## config.mk

```make
export PLATFORM = sky130hd
export DESIGN_NAME = btgb_fifo
export DESIGN_NICKNAME = d
export VERILOG_FILES = /design/src/sv/btgb_pkg.sv /design/src/sv/btgb_fifo.sv
export SDC_FILE = /design/constraint.sdc
export NUM_CORES = 1
export LEC_CHECK = 0
export ABC_AREA = 0
export BUFFER_PORTS_ARGS = -buffer_cell sky130_fd_sc_hd__buf_4
export CAP_MARGIN = 20
export CORE_MARGIN = 2
export CORE_UTILIZATION = 50
export DETAILED_ROUTE_END_ITERATION = 16
export PLACE_DENSITY = 0.68
export REMOVE_ABC_BUFFERS = 1
export SETUP_SLACK_MARGIN = 0.3
export SLEW_MARGIN = 10
export SYNTH_ARGS = -nofsm -noshare
export SYNTH_HDL_FRONTEND = slang
export SYNTH_SLANG_ARGS = --single-unit
```

## constraint.sdc

```tcl
create_clock -name clk -period 1.9 [get_ports clk]
set_clock_uncertainty 0.2 [all_clocks]
set_input_delay 0.38 -clock clk [delete_from_list [all_inputs] [get_ports clk]]
set_output_delay 0.38 -clock clk [all_outputs]
set_load 0.02 [all_outputs]
```

## src/sv/btgb_pkg.sv

```systemverilog
// ----------------------------------------------------------------------------
// btgb_pkg
// Shared constants, status types and linearization helpers for the bilinear
// texel gamma blend pipeline.
// ----------------------------------------------------------------------------
package btgb_pkg;

    localparam int NUM_CH     = 4;
    localparam int CH_RED     = 0;
    localparam int CH_GREEN   = 1;
    localparam int CH_BLUE    = 2;
    localparam int CH_ALPHA   = 3;
    localparam int FIFO_DEPTH = 4;
    localparam int FIFO_AW    = 2;
    localparam int SQRT_BITS  = 8;
    localparam int TQ_W       = 19;

    localparam logic [17:0] SQRT_SCALE  = 18'd260100;
    localparam logic [7:0]  CHAN_MAX    = 8'hFF;

    typedef struct packed {
        logic full;
        logic empty;
    } q_stat_t;

    function automatic int chan_lsb(input int c);
        int lsb;
        case (c)
            CH_RED:   lsb = 16;
            CH_GREEN: lsb = 8;
            CH_BLUE:  lsb = 0;
            default:  lsb = 24;
        endcase
        return lsb;
    endfunction

    function automatic logic [63:0] lin_color(input int unsigned c, input int unsigned lb);
        logic [63:0] cc;
        cc = 64'(c) * 64'(c);
        return ((cc << lb) + 64'd32512) / 64'd65025;
    endfunction

    function automatic logic [63:0] lin_alpha(input int unsigned a, input int unsigned lb);
        logic [63:0] aa;
        aa = 64'(a);
        return ((aa << lb) + 64'd127) / 64'd255;
    endfunction

endpackage

```

## src/sv/btgb_fifo.sv

```systemverilog
// ----------------------------------------------------------------------------
// btgb_fifo
// Short queue between the front and back halves.
// ----------------------------------------------------------------------------
module btgb_fifo #(
    parameter int WIDTH = 8
) (
    input  logic               clk,
    input  logic               rst_n,
    input  logic               push,
    input  logic [WIDTH-1:0]   wdata,
    input  logic               pop,
    output logic [WIDTH-1:0]   rdata,
    output btgb_pkg::q_stat_t  qs
);

    logic [WIDTH-1:0]               mem [btgb_pkg::FIFO_DEPTH];
    logic [btgb_pkg::FIFO_AW-1:0]   wr_reg, rd_reg;
    logic [btgb_pkg::FIFO_AW:0]     cnt_reg;

    assign qs.empty = (cnt_reg == '0);
    assign qs.full  = (cnt_reg == (btgb_pkg::FIFO_AW+1)'(btgb_pkg::FIFO_DEPTH));
    assign rdata    = mem[rd_reg];

    always_ff @(posedge clk or negedge rst_n)
    begin
        if (!rst_n)
        begin
            wr_reg  <= '0;
            rd_reg  <= '0;
            cnt_reg <= '0;
        end
        else
        begin
            if (push)
                wr_reg <= wr_reg + 1'b1;
            if (pop)
                rd_reg <= rd_reg + 1'b1;
            if (push && !pop)
                cnt_reg <= cnt_reg + 1'b1;
            else if (pop && !push)
                cnt_reg <= cnt_reg - 1'b1;
        end
    end

    always_ff @(posedge clk)
    begin
        if (push)
            mem[wr_reg] <= wdata;
    end

endmodule

```

# Yosys cells after proc, flatten, opt, wreduce, memory -nomap -nowiden
# Memories as Yosys holds them, arrays and structs flattened.
# Index checks and enable logic that the tools add are counted.
# classes
addsub,4
n_eq_ne,1
mux,4
reduce_logical,6
# ops
op,n
3-bit 2-to-1 mux,2
"2-bit by 1-bit adder with 2-bit output, second input constant",2
"3-bit by 1-bit adder with 3-bit output, second input constant",1
"3-bit equality test, second input constant",1
3-bit zero test,1
"3-bit by 1-bit subtractor with 3-bit output, second input constant",1
1-bit logical AND,2
1-bit zero test,2
1-bit 2-to-1 mux,2
2-bit nonzero test,1
# word_totals
ff_bits,7
ram_bits,32
inputBits,12
out_inout_bits,10
word_cells,19
mem_count,1
# mem_list
memory,words,width,read_ports,rd_clocked_by_memory_dff,wr,line,source
mem,4,8,1,0,1,btgb_fifo.sv:17,logic [WIDTH-1:0] mem [btgb_pkg::FIFO_DEPTH];

# Depth between registers and ports, before layout
# depth
depth_word,4
mapped_depth,7
mapped_depth_nobuf,7

# Worst setup path after synthesis
# OpenSTA, ideal clock, no wires.
# synth_timing
path_type,input to register
start,input pop
end,register cnt_reg[2] (netlist bit)
setup_time_ns,0.079
t_arrival_ns,1.386
required_time_ns,1.621
slack_ns,0.235
stages,7
n_path_buf,0
path_cell_list,inv_1 -> ha_1 -> inv_1 -> fa_1 -> xor2_1 -> nor2_1 -> xor2_1
# synth_via
elab_chain_cells,3
word_cells_on_any_way,5
cone_classes,1 x mux; 4 x reduce/logical
# synth_rtl
element,line,source
from (decl),btgb_fifo.sv:12,"input logic pop,"
1-bit zero test,btgb_fifo.sv:39,if (push && !pop)
1-bit logical AND,btgb_fifo.sv:39,
3-bit 2-to-1 mux or 2-bit nonzero test (tied branches),-,
to (signal assigned),btgb_fifo.sv:40,cnt_reg <= cnt_reg + 1'b1;
to (signal assigned),btgb_fifo.sv:42,cnt_reg <= cnt_reg - 1'b1;
to (decl),btgb_fifo.sv:19,logic [btgb_pkg::FIFO_AW:0] cnt_reg;
# Several ways; a longest one is shown, not always the timed one.
# A chain may end at the register's enable or synchronous reset.

# Worst setup path in the final report
# layout_timing
start,register rd_reg[0] (netlist bit)
end,output rdata[6]
# layout_via
elab_chain_cells,1
# layout_rtl
element,line,source
from (decl),btgb_fifo.sv:18,"logic [btgb_pkg::FIFO_AW-1:0] wr_reg, rd_reg;"
from (signal assigned),btgb_fifo.sv:38,rd_reg <= rd_reg + 1'b1;
memory 4 x 8 bit,-,
to (decl),btgb_fifo.sv:13,"output logic [WIDTH-1:0] rdata,"
# Every way passes these cells.

==> impl_metrics.toml <==
[outcome]
status = "finished with violations"
violations = "setup timing"

[timing]
worst_slack_ps = -254
setup_tns_ps = -1930
report.final.hold_viol_count = 0
rsz0062_at_grt = "yes"
setup_viol = 8
slew_headroom = 0.710
max_freq_mhz = 464
min_period_over_period = 1.13
worst_pin_slew_ps = 434
fin_crit_ps = 2150
drv_slew = 0
finalHoldWorstSlack_ps = 28.6

[detailed_routing]
firstDrtPassIters = 3
vias = 764
wire_per_inst_um = 18.0
ant_nets = 0
drt_iter0_drc = 24
via_per_inst = 5.23
drc_errors = 0
wl_um = 2630

[hold_path]
min_path_cells = 2
hp-class = "primary input to flop"

[clocking]
clk-insertion-delay-late_ps = 340
cts_buffer_depth = 2
cts-root-buf = "clkbuf_4"
cts_tree = "built"
cts.clk_slew.worst_paths_ps = 110
cts_max_level = 2
cts_buffers = 5
clock_sinks = 39

[power_and_ir_drop]
p_int_mw = 2.00
ir_drop_mv = 0.645
power_frac_clock = 0.134
power.leakage_nw = 0.744
pwr-share-seq = 0.442
power_switching_mw = 0.959
p_comb_frac = 0.424
p_total_mw = 2.96
p_sw_frac = 0.324
power.density_nw_per_um2 = 1530

[worst_setup_path]
r2r-start = "cnt_reg[0]"
cp-end-kind = "output pin"
cp_max_fo = 6
critical_path_arrival_ps = 1570
rrSetupSlack_ps = 250
endpoint = "rdata[6]"
crit_type = "flop to output pin"
r2r_end = "cnt_reg[2]"
required_ps = 1320
cp-startpoint = "rd_reg[0]"
worstSetupStartpointType = "flop"
rr_worst_depth = 5

[grt]
grt_overflow = 0
grt_pass1_vias = 840
antenna_found_initial = 0
grt.total_usage = 0.179
grt_pass1_wl_um = 4210
grt_max_degree = 12

[final_layout]
drive_above_1_share = 0.469
nFillCells = 221
multi_input_area_um2 = 400
layout_commonest_cell = "edfxtp_1"
finalNonFillerCells = 146
num-nets-final = 130
final_util = 0.644
largest_reg_flops = 32
area_growth_pct = 25.0
fin_area_um2 = 1930
antenna_cells = 0
seq_area_um2 = 1140
final_cell_mix = "32 x edfxtp_1, 18 x buf_4, 11 x buf_6"

[placement]
place_hpwl_um = 1690
place_congestion = 0.609
dp_cells = 132
numPortBuffers = 21
placed_area_um2 = 1770
dp_slack_ps = 10.1

[floorplan]
num_rows = 20
die_h_um = 59.6
die_area_um2 = 3560
coreArea_um2 = 3000
ioPinCount = 22
initial_utilization = 0.515
die_w_um = 59.6

[synthesis]
yosysUniqueCellTypes = 17
synth_seq_cells = 39
ys_warn_count = 0
ys_seq_area_frac = 0.734
avgSynthCellArea_um2 = 20.4
postSynthCellCount = 76
synthesis.area_um2 = 1550

[job]
cap_viol_max_count = 0
layout make-up:
type	instances	share of cell area
clock buffer	7	0.0233
tap	33	0.0213
clock inverter	1	0.00259
multi-input combinational	31	0.207
inverter	4	0.00776
timing repair buffer	31	0.149
sequential	39	0.589
worst max-delay path, cell delays in order, from the launching register on:
cell	delay (ps)
dfrtp_1	430
buf_12	150
mux4_2	510
buf_6	150
cells in the mapped netlist (all sizes together):
cell    instances  share of area
and2            4          0.016
o21ai           1         0.0032
buf             2          0.011
nor2            1         0.0024
fa              1          0.013
edfxtp         32           0.62
inv             4         0.0097
mux4            8           0.12
nor3b           1         0.0049
dfrtp           7           0.11
xor2            4          0.023
xnor2           2          0.011
ha              5          0.040
nand2           2         0.0049
nor3            1         0.0032
mux2            1         0.0073
kinds of logic (layout without fill, tap and decap cells):
kind of cell,count (synthesis),count (layout),synth area share
AOI/OAI and AO/OA,1,1,0.00323
xor gates and xnor gates,6,6,0.0340
adders and majority gates,6,6,0.0534
buffers and inverters,6,43,0.0202
DFF,39,39,0.734
muxes,9,9,0.124
and+or+nand+nor,9,9,0.0315
worst min-delay path by stage:
stage	startpoint	end	slack (ps)
2_1_floorplan	rst_n	cnt_reg[0]	-120
3_3_place_gp	rst_n	cnt_reg[0]	-3
3_5_place_dp	rst_n	cnt_reg[2]	-3
4_1_cts	pop	rd_reg[0]	10
5_1_grt	wdata[3]	mem[3][3]	9
6_report	pop	rd_reg[0]	30
timing repair:
action                     in CTS  in global routing
buffers inserted                4                  1
resized for setup              18                  2
hold buffers                    1                  0
pin swaps                       6                  4
hold endpoints to repair        7                  0
setup endpoints to repair      23                 20
layer usage:
layer  global-route usage  wire, um
met5                    0         0
met4               0.0857        38
met3               0.0611        86
met2                0.281      1390
met1                0.222      1120
power by group through the flow:
stage / clock, mW / combinational, mW / sequential [mW]
global route: 0.434 / 1.36 / 1.33
finish: 0.397 / 1.25 / 1.31
global placement: 0 / 0.996 / 1.30
CTS: 0.412 / 1.24 / 1.30
detailed placement: 0 / 1.03 / 1.31
floorplan: 0 / 0.588 / 1.30
Power figures use the tool's default switching activity.
